### src/design/rept_pkg.sv
`timescale 1ns / 1ps
`default_nettype none
package rept_pkg;

	localparam int COORD_WIDTH = 32;
	localparam int ANGLE_WIDTH = 16;
	localparam int TRIG_STAGES = 16;

	localparam int AXIS_WIDTH = 31;
	localparam int EXT_WIDTH  = COORD_WIDTH + 4;
	localparam int TRIG_WIDTH = 34;
	localparam int TRIG_FRAC  = 30;
	localparam int TABLE_LEN  = 24;
	localparam int IDX_W      = $clog2(TABLE_LEN);
	localparam int QUO_WIDTH  = 24;
	localparam int FRAC_BITS  = 16;
	localparam int VALUE_WIDTH = 32;
	localparam int PROD_WIDTH = EXT_WIDTH + TRIG_WIDTH;
	localparam int CMP_WIDTH  = (EXT_WIDTH > AXIS_WIDTH + 8) ? EXT_WIDTH : AXIS_WIDTH + 8;
	localparam int N_STAGES   = 11 + TRIG_STAGES + QUO_WIDTH;
	localparam int CFG_IDX_W  = 3;
	localparam int CFG_DATA_W = 32;

	localparam logic [31:0] CORDIC_GAIN = 32'h26DD3B6A;
	localparam logic [AXIS_WIDTH-1:0] AXIS_RESET = AXIS_WIDTH'(65536);

	localparam logic [31:0] ATAN_TURN [TABLE_LEN] = '{
		32'h20000000, 32'h12E4051E, 32'h09FB385B, 32'h051111D4, 32'h028B0D43,
		32'h0145D7E1, 32'h00A2F61E, 32'h00517C55, 32'h0028BE53, 32'h00145F2F,
		32'h000A2F98, 32'h000517CC, 32'h00028BE6, 32'h000145F3, 32'h0000A2FA,
		32'h0000517D, 32'h000028BE, 32'h0000145F, 32'h00000A30, 32'h00000518,
		32'h0000028C, 32'h00000146, 32'h000000A3, 32'h00000051
	};

	typedef enum logic [CFG_IDX_W-1:0] {
		REG_SEMI_AXIS_X = 3'd0,
		REG_SEMI_AXIS_Y = 3'd1,
		REG_SEMI_AXIS_Z = 3'd2,
		REG_CENTRE_X    = 3'd3,
		REG_CENTRE_Y    = 3'd4,
		REG_CENTRE_Z    = 3'd5
	} cfg_reg_t;

	typedef struct packed {
		logic signed [EXT_WIDTH-1:0] x;
		logic signed [EXT_WIDTH-1:0] y;
		logic signed [EXT_WIDTH-1:0] z;
	} vec_t;

	typedef struct packed {
		logic signed [TRIG_WIDTH-1:0] x;
		logic signed [TRIG_WIDTH-1:0] y;
		logic signed [TRIG_WIDTH-1:0] z;
		logic                         flip;
	} cord_t;

	typedef struct packed {
		logic signed [TRIG_WIDTH-1:0] c;
		logic signed [TRIG_WIDTH-1:0] s;
	} trig_t;

	typedef struct packed {
		logic [AXIS_WIDTH-1:0] rem;
		logic [QUO_WIDTH-1:0]  num;
		logic [QUO_WIDTH-1:0]  quo;
		logic                  sat;
	} div_t;

	typedef struct packed {
		logic [VALUE_WIDTH-1:0] value;
		logic                   sat;
	} res_t;

	function automatic logic signed [EXT_WIDTH-1:0] sx(input logic [COORD_WIDTH-1:0] v);
		return {{(EXT_WIDTH-COORD_WIDTH){v[COORD_WIDTH-1]}}, v};
	endfunction

	// fold second and third quadrant by half a turn
	function automatic cord_t cord_init(input logic [ANGLE_WIDTH-1:0] ang);
		logic [31:0] a;
		cord_t r;
		a = {ang, {(32-ANGLE_WIDTH){1'b0}}};
		r.flip = a[31] ^ a[30];
		if (r.flip) begin
			a[31] = ~a[31];
		end
		r.x = TRIG_WIDTH'(CORDIC_GAIN);
		r.y = '0;
		r.z = {{(TRIG_WIDTH-32){a[31]}}, a};
		return r;
	endfunction

	// round to nearest, ties away from zero, then apply sign
	function automatic logic signed [EXT_WIDTH+1:0] round_q(input logic [PROD_WIDTH-1:0] p,
			input logic neg);
		logic [PROD_WIDTH-1:0] t;
		logic signed [EXT_WIDTH+1:0] m;
		t = p + {{(PROD_WIDTH-TRIG_FRAC){1'b0}}, 1'b1, {(TRIG_FRAC-1){1'b0}}};
		m = (EXT_WIDTH+2)'(t >> TRIG_FRAC);
		return neg ? -m : m;
	endfunction

endpackage
`default_nettype wire

### src/design/rept_div_cell.sv
`timescale 1ns / 1ps
`default_nettype none
module rept_div_cell (
	input  logic                             clk,
	input  logic                             en,
	input  logic [rept_pkg::AXIS_WIDTH-1:0]  axis,
	input  rept_pkg::div_t                   d,
	output rept_pkg::div_t                   q
);
	import rept_pkg::*;

	logic [AXIS_WIDTH:0] t, diff;
	logic ge;
	div_t nx;

	always_comb begin
		t = {d.rem, d.num[QUO_WIDTH-1]};
		ge = t >= {1'b0, axis};
		diff = t - {1'b0, axis};
		nx.rem = ge ? diff[AXIS_WIDTH-1:0] : t[AXIS_WIDTH-1:0];
		nx.num = {d.num[QUO_WIDTH-2:0], 1'b0};
		nx.quo = {d.quo[QUO_WIDTH-2:0], ge};
		nx.sat = d.sat;
	end

	always_ff @(posedge clk) begin
		if (en) begin
			q <= nx;
		end
	end
endmodule
`default_nettype wire

### config.mk
export PLATFORM = sky130hd
export DESIGN_NAME = rept_div_cell
export DESIGN_NICKNAME = d
export VERILOG_FILES = /design/src/design/rept_pkg.sv /design/src/design/rept_div_cell.sv
export SDC_FILE = /design/constraint.sdc
export NUM_CORES = 1
export LEC_CHECK = 0
export BUFFER_PORTS_ARGS = -buffer_cell sky130_fd_sc_hd__buf_2
export CORE_ASPECT_RATIO = 1.25
export CORE_UTILIZATION = 30
export CTS_CLUSTER_DIAMETER = 100
export DETAILED_ROUTE_END_ITERATION = 6
export GPL_ROUTABILITY_DRIVEN = 0
export GPL_TIMING_DRIVEN = 1
export MAX_ROUTING_LAYER = met4
export PLACE_DENSITY = 0.63
export SETUP_SLACK_MARGIN = 0.5
export SLEW_MARGIN = 20
export SYNTH_ARGS = -nofsm -noshare
export SYNTH_HDL_FRONTEND = slang
export SYNTH_SLANG_ARGS = --single-unit
### constraint.sdc
create_clock -name clk -period 2.5 [get_ports clk]
set_clock_uncertainty 0.1 [all_clocks]
set_input_delay 0.125 -clock clk [delete_from_list [all_inputs] [get_ports clk]]
set_output_delay 0.125 -clock clk [all_outputs]
set_load 0.005 [all_outputs]
* Word-level counts from Yosys, hierarchy flattened *
Cells that the tools add are included.

storage, ports and cells
  flip-flop bits (word level) = 79
  input bits = 113
  output and inout bits = 80
  logic and storage cells = 7

cells by class
  $add $sub $neg = 1
  $lt $le $gt $ge = 1
  mux-type cells = 1

operator list
  kind                                          count
  greater-or-equal comparator 32 x 31 -> 1 bit  1
  two-way mux 31 bit                            1
  subtractor 31 bit                             1

* Longest topological paths before layout *
Gate-level depths: netlist (run 1).

  depth in word-level cells = 2
  depth in mapped cells = 13
  depth with buffers taken out = 12

* Worst setup path before layout (run 1) *
Ideal clock, no wire load.

  path kind = input port to flip-flop
  from = input axis[25] in the netlist's numbering
  to = register q[67] in the netlist's numbering, data pin
  setup time = 260 ps
  data arrival time = 2210 ps
  path slack = -70 ps
  stages on the path = 10
  path buffers = 0
  cell sequence = inv_1 ha_1 a21o_1 a21o_1 a2111oi_1 nor3_1 a211o_1 nor2_4 inv_4 mux2_4

RTL lines
  element               line                 RTL
  from (decl)           rept_div_cell.sv:6   input logic [rept_pkg::AXIS_WIDTH-1:0] axis,
  to (signal assigned)  rept_div_cell.sv:28  q <= nx;
  to (decl)             rept_div_cell.sv:8   output rept_pkg::div_t q

==> impl_summary.md, run 1 <==
Status
The run finished, with violations left. The checks that failed: design-rule violations.

Synthesis
The dominant synthesized flop cell is edfxtp_1. Yosys mapped the design onto between 40 and 50 distinct sky130hd cell types. The sequential-to-total area share from yosys stat is about 52%. After synthesis the netlist holds a flip-flop and latch count of 79. The cell count after synthesis came out at between 400 and 500. The average cell area after synthesis is 10.6 um2. The synthesized netlist occupies a cell area of roughly 0.0045 mm2.

The count of warnings emitted by yosys is 0. The number of synthesized flops with an enable pin is slightly below 80. Sorting the synthesized cells by area gives the leading types as edfxtp_1 (52%), ha_1 (8.6%), a21oi_1 (5.4%).

The number of nets produced by synthesis is between 500 and 600. The largest total area in the synthesized netlist belongs to edfxtp_1. Counting flops with an async set or reset pin after synthesis yields a share of 0%.

The share of Yosys cell area claimed by the top area cell type is roughly 52%.

STA
For this run, the top clock speed supported by timing is between 400 and 500 MHz. The worst path uses between 90% and 100% of the clock period. The worst-margin pin slew is between 0.5 and 0.6 ns. The minimum clock period after layout is around 2.3 ns. The max-slew violation total from the final report is 0. The relative max-transition margin is roughly two thirds. The final hold violation count is 0. Setup repair after global routing could not meet its margin everywhere. Setup violations remaining at the end of the flow were counted as 0. For the final routed database, the setup TNS stands at 0 ns.

Worst setup path
The capturing element type of the critical path is a flop. Counting stages on the worst path, the most repeated cell is buf_6. The critical path in this run is classified as input pin to flop.

The worst setup path is launched from an input pin. The critical path goes through buf_12 > inv_12 > ha_4 > fa_2 > nor2b_4 > o31ai_4 > a21oi_2 > o21ai_2 > a211oi_2 > nor2_4 > buf_6 > buf_6 > and2_4 > a31o_4. The longest individual stage delay on the worst path is roughly 0.42 ns.

The cell type of the slowest stage on the worst timing path is fa_2. The largest fanout on the critical path is 3. STA puts the critical path data required time at ~2.5 ns. The critical path data arrival time is ~2.3 ns.

Route
For this run, design rule violations remaining after detail routing come to 26. The per-cell via count in the routed design is ~5. Wires add up to 14.7 mm. The mean routed wirelength per cell is between 15 and 20 um. The detailed router placed approximately 4,500 vias in this run. The starting DRC count in detailed routing is between 200 and 300. The count of TritonRoute iterations in the first routing pass is 6.

Once detail routing completed, the nets flagged for antenna violations numbered 0.

Floorplanning
The y dimension of the die is approximately 140 um. The site row count is 49. The die boundary width is about 110 um. The core region is ~0.015 mm2. The initial utilization of the core area, before any placement, comes to ~31%.

The number of top-level design ports is between 150 and 200. The die covers 0.0156 mm2.

Clocking
The register clock-pin slew on the reported worst setup and hold paths is about 0.07 ns. Clock tree synthesis found a total of between 70 and 80 sinks. CTS built an H-tree with a depth of 3. TritonCTS built the clock tree. The longest clock path from root to sink contains 2 buffers. The root buffer cell chosen for the clock tree is clkbuf_16.

The number of buffers inserted during clock tree synthesis is 9.

Placed design
The wire-length estimate of the detail-placed layout is approximately 10 mm. The count of buffers added on input and output ports is 190.

Final layout
Ranked by flip-flop count, first place goes to q. From synthesis to final layout, the design area changed by 67.3%. The number of nets in the finished design is roughly 890. The register with the most flip-flops in the layout has 79 of them. The largest registers in the layout are q: 79 flops. Of the cells placed in the final design, the portion with a size suffix greater than 1 is 46.6%. The antenna diode instance count is 0.

The post-route core utilization is 52.1%.

Pwr
Across the VDD grid, the largest voltage drop is about 330 uV. Summing internal, switching and leakage power gives 4.31 mW. The static power due to leakage is between 3 and 4 nW. The ratio of total power to cell area is 569 mW/mm2.

Hold path
The type of the worst min-delay path is input pin to flop. Along the worst hold path, the cell count comes to 3.

GRT
The initial antenna violation count is 0. Global routing used a little under a fifth of the available tracks across all layers. The first global-routing pass estimated approximately 22 mm of wire. The total overflow reported by the global router is 0. The pin count of the biggest net entering global routing is 44. The via count of the first global-routing pass is about 4,600.

Run
The tool flagged a number of max-cap violations equal to 0.
## cell type report
| cell class | instances | area [um2] |
|---|---|---|
| inverter | 42 | 185 |
| clock inverter | 7 | 80.1 |
| clock buffer | 9 | 225 |
| timing repair buffer | 316 | 2140 |
| multi-input combinational | 294 | 2340 |
| tap | 178 | 223 |
| fill | 1268 | 6960 |
| sequential | 79 | 2370 |
## layout by cell type (no fill, tap or decap), drive strengths merged, types with 2 or more instances in the layout
| master | n |
|---|---|
| a21oi | 49 |
| nor3b | 2 |
| nand3 | 5 |
| buf | 264 |
| edfxtp | 79 |
| clkinv | 2 |
| o21bai | 5 |
| a211oi | 7 |
| nor2b | 4 |
| nand4 | 5 |
| o31ai | 3 |
| clkbuf | 9 |
| xor2 | 12 |
| nand2b | 4 |
| and3 | 2 |
| a31o | 2 |
| nand2 | 35 |
| or3 | 2 |
| o211ai | 4 |
| a211o | 3 |
| a21o | 5 |
| ha | 31 |
| inv | 45 |
| and2 | 5 |
| o21ai | 27 |
| nor2 | 42 |
| o21a | 2 |
| nor3 | 5 |
| dlygate4sd3 | 51 |
| o311a | 2 |
| xnor2 | 11 |
| a31oi | 2 |
| o211a | 3 |
| nor4 | 3 |
## routing by layer
| metal | share of wire (%) | global-route usage [%] |
|---|---|---|
| met5 | 0 | - |
| met4 | 2.3 | 7.54 |
| met3 | 6.7 | 4.53 |
| met2 | 53 | 34.2 |
| met1 | 38 | 18.7 |
## final timing paths
kind	start	slack, ns	end
setup / recovery	d[48]	0.23	q[74]$_DFFE_PP_
hold / removal	d[55]	0.006	q[56]$_DFFE_PP_
## synth_stat cells, types with 3 or more instances
master    instances
nor4_1            3
nand2b_1          4
nand4_1           5
inv_1            41
edfxtp_1         79
o211ai_1          4
a21oi_1          49
clkbuf_1          4
a211oi_1          7
a211o_1           3
o21ai_0          27
o31ai_1           3
nor2_1           41
buf_2             5
xor2_1           12
nand3_1           5
ha_1             31
nand2_1          35
nor2b_1           4
and2_1            5
o211a_1           3
a21o_1            5
o21bai_1          5
xnor2_1          11
nor3_1            4
buf_6             3
## cell families after synthesis
logic type               after synthesis  share of synthesized area, %
adder cells (fa/ha/maj)               32                          9.01
XOR/XNOR                              23                          4.45
multiplexers                           1                         0.332
other                                  1                        0.0829
flip-flops                            79                          52.4
AND/OR/NAND/NOR                      116                          11.9
AO/OA/AOI/OAI                        121                          16.5
buffers and inverters                 55                          5.34
## stage by stage
step,std cells,hold WS (ns),cell area [um2],setup WS [ns]
global route,925,0.0134,7570,0.177
detailed placement,841,0.203,6200,-0.229
finish,925,0.00561,7570,0.233
CTS,917,0.00591,7320,0.272
global placement,841,0.201,6200,-0.198
floorplan,428,0.124,4660,0.132
## power by group
part	switching [mW]	total, mW	leakage [nW]	internal (mW)
Combinational	0.607	1.25	2.44	0.647
Sequential	0.0461	1.69	0.774	1.64
Clock	0.578	1.37	0.148	0.788
## worst max-delay path: cells and delay by family
family	cells	cell delay [ns]
AND/OR/NAND/NOR	3	0.38
buffers and inverters	4	0.36
adder cells (fa/ha/maj)	2	0.57
AO/OA/AOI/OAI	5	0.85
## timing repair
action | in CTS | in global routing
setup buffers | 8 | 8
hold buffers | 51 | 0
setup endpoints to repair | 32 | 32
pin swaps | 23 | 34
gates resized for setup | 37 | 50
cloned | 1 | 0
hold endpoints to repair | 51 | 0
(Power assumes the default switching activity.)
==> run 2, diff against run 1 <==
PLACE_DENSITY = 0.61   (was 0.63)
clock period = 2.4 ns   (was 2.5 ns; I/O delays follow)
==> impl_summary.md, run 2 (synthesized netlist as in run 1, its figures left out) <==
Pwr
The switching share of power is 28.3% (was 28.6%). The relative contribution of combinational cells to total power came to 29.3% (was 29.1%). The switching power came to 1.27 mW (was 1.23 mW). The ratio of total power to cell area is 589 mW/mm2 (was 569 mW/mm2). The total chip power is 4.48 mW (was 4.31 mW).

The relative contribution of sequential cells to total power came to 39.1% (about the same). The share of total power in the clock network is 31.7% (about the same). The internal power consumption is 3.21 mW (was 3.08 mW). The worst ir drop on vdd is 333 uV (was 325 uV). The static power due to leakage is 3.42 nW (was 3.36 nW).

Final layout
The number of flip-flops in the largest register is 79 (unchanged). Top library cells by usage in the layout, fill and taps aside: buf_2 (185), buf_4 (82), edfxtp_1 (79), dlygate4sd3_1 (48), a21oi_1 (45) (was buf_2 (182), edfxtp_1 (79), buf_4 (69), dlygate4sd3_1 (51), a21oi_1 (43)). The footprint of the flip-flops and latches is 0.00237 mm2 (unchanged).

The area of the multi-input gates was 0.00231 mm2 (was 0.00234 mm2). The most frequent standard cell in the layout excluding fill and tap cells is buf_2 (unchanged). The filler cell count in the final layout is 1,257 (was 1,268). Registers with the most flip-flops: q: 79 flops (unchanged). The layout cell share with drive strength beyond 1 is 47.2% (was 46.6%). The register containing the most flip-flops in the final layout is q (unchanged).

The number of nets in the finished design is 899 (was 887). The antenna diode instance count is 0 (unchanged). The area overhead of the layout relative to synthesis is 68.0% (was 67.3%).

Route
The routed wire length is 14.4 mm (was 14.7 mm). The starting DRC count in detailed routing came to 346 (was 278). The number of antenna-violating nets in the routed design is 0 (unchanged). The mean routed wirelength per cell is 15.3 um (was 15.9 um). The count of TritonRoute iterations in the first routing pass is 7 (was 6). The total DRC errors in the routed layout is 29 (was 26). The total number of vias is 4,518 (was 4,514). The per-cell via count in the routed design is 4.82 (was 4.88).

Worst setup path
The cell type of the slowest stage on the worst timing path is a2111oi_4 (was fa_2). The cell family contributing the most delay on the critical path is compound AO/OA/AOI/OAI gates (unchanged). The kind of start point of the critical path was an input pin (unchanged). The kind of critical path is input pin to flop (unchanged). Cells traversed along the worst timing path: buf_8 > inv_12 > ha_4 > a21o_1 > a21o_1 > a2111oi_4 > nor3_2 > a211o_1 > nor2_4 > inv_4 > buf_4 > nor2_1 > nor3_2 (was buf_12 > inv_12 > ha_4 > fa_2 > nor2b_4 > o31ai_4 > a21oi_2 > o21ai_2 > a211oi_2 > nor2_4 > buf_6 > buf_6 > and2_4 > a31o_4). The number of buffer and inverter instances along the worst setup path is 4 (unchanged). The largest fanout on the critical path is 10 (was 3). The critical path data required time was 2.39 ns (was 2.50 ns). The longest individual stage delay on the worst path was 0.32 ns (was 0.42 ns). The critical path data arrival time came to 2.26 ns (was 2.27 ns). The capturing element type of the critical path is a flop (unchanged).

GRT
The global-route wire length before repair was 22.3 mm (was 21.9 mm). The met1 capacity usage during global routing was 19.0% (was 18.7%). The initial antenna violation count came to 0 (unchanged).

The met3 capacity usage during global routing is 3.66% (was 4.53%). The most crowded layer after global routing is met2 (unchanged). The via count of the first global-routing pass came to 4,701 (was 4,563). The global routing met2 resource utilization is 34.5% (was 34.2%). The total overflow reported by the global router is 0 (unchanged). The pin count of the biggest net entering global routing is 49 (was 44). The global routing usage summed across all routing layers is 18.6% (about the same).

STA
Dividing the final minimum period by the clock period gives between 90% and 100%. The final count of negative-setup-slack endpoints is 0 (unchanged). The worst-margin pin slew was 0.531 ns (was 0.521 ns).

Unrepaired setup endpoints after global routing: yes (unchanged). The final hold violation count is 0 (unchanged). The highest clock rate is 441 MHz.

The max-slew violation total from the final report is 0 (unchanged). The final sum of negative setup slack came to 0 ns (unchanged). The relative max-transition margin was 64.2% (was 65.3%).

The worst path in the final design needs a cycle of between 2 and 2.5 ns, including I/O delays and setup.

Floorplanning
The full die area is 0.0156 mm2 (unchanged). The core area is 0.0145 mm2 (unchanged). The number of top-level design ports is 193 (unchanged). The site row count was 49 (unchanged). The initial core utilization was 31.1% (unchanged). The y dimension of the die is 139 um (unchanged). The die boundary width was 112 um (unchanged).

Clocking
The library cell used as clock root buffer is clkbuf_16 (unchanged). The number of sinks driven by the clock tree is 79 (unchanged). The CTS tree is built (unchanged). The largest buffer count on any clock path is 2 (unchanged). The number of buffers inserted during clock tree synthesis was 9 (unchanged). The register clock-pin slew on the reported worst setup and hold paths came to 0.06 ns (was 0.07 ns). The number of H-tree levels is 3 (unchanged).

Status
Violations in the final reports: design-rule violations (unchanged). Status: complete, but fails checks (unchanged).

Hold path
The type of the worst min-delay path is input pin to flop (unchanged).

Placed design
The HPWL after detailed placement is 10.5 mm (about the same). The number of buffers inserted by port buffering is 190 (unchanged).

Run
The reported max-cap violation count is 0 (unchanged).
==> run 2: worst min-delay path, stage by stage <==
cell and delay, ns:
buf_2 0.12, nand2_2 0.05, o31ai_2 0.05
==> run 2: path summary, 6_finish.rpt <==
path	from	end	slack, ns	depth (start not counted)
worst max-delay path	axis[25]	q[76]$_DFFE_PP_	0.13	13
worst min-delay path	d[53]	q[54]$_DFFE_PP_	0.007	3
==> run 2: layout make-up <==
cell class,count,area share (%)
clock buffers,9,2.96
clock inverters,7,1.04
inverters,42,2.44
multi-input cells,294,30.4
flip-flops and latches,79,31.2
well taps,178,2.93
repair buffers,328,29.0
==> run 2: stage by stage <==
step	utilization, %	std cells	instance area [um2]	setup slack [ns]	hold slack [ns]
4_1_cts	50.9	930	7400	0.153	0.00591
5_1_grt	52.3	937	7600	0.0295	0.0111
3_5_place_dp	43.5	858	6320	-0.371	0.198
6_report	52.3	937	7600	0.131	0.00747
3_3_place_gp	43.5	858	6320	-0.309	0.196
2_1_floorplan	-	428	4660	0.0370	0.119
==> run 2: what timing repair did <==
action | CTS | global route
endpoints found under the hold margin | 48 | 0
pin swaps | 17 | 13
endpoints found under the setup margin | 32 | 32
buffers inserted | 8 | 7
hold buffers | 48 | 0
resized for setup | 51 | 30
==> run 2: routing by layer <==
layer,wire length [um],up-vias
met1,5500,2096
li1,-,2211
met4,310,0
met3,890,30
met2,7650,181
met5,0,-
==> run 2: power groups by stage <==
stage | Sequential, mW | Combinational (mW) | Clock, mW
after floorplan | 1.80 | 0.519 | 0
after global placement | 1.78 | 1.06 | 0
after detailed placement | 1.78 | 1.08 | 0
after CTS | 1.75 | 1.24 | 1.43
after global routing | 1.76 | 1.42 | 1.49
final | 1.75 | 1.31 | 1.42
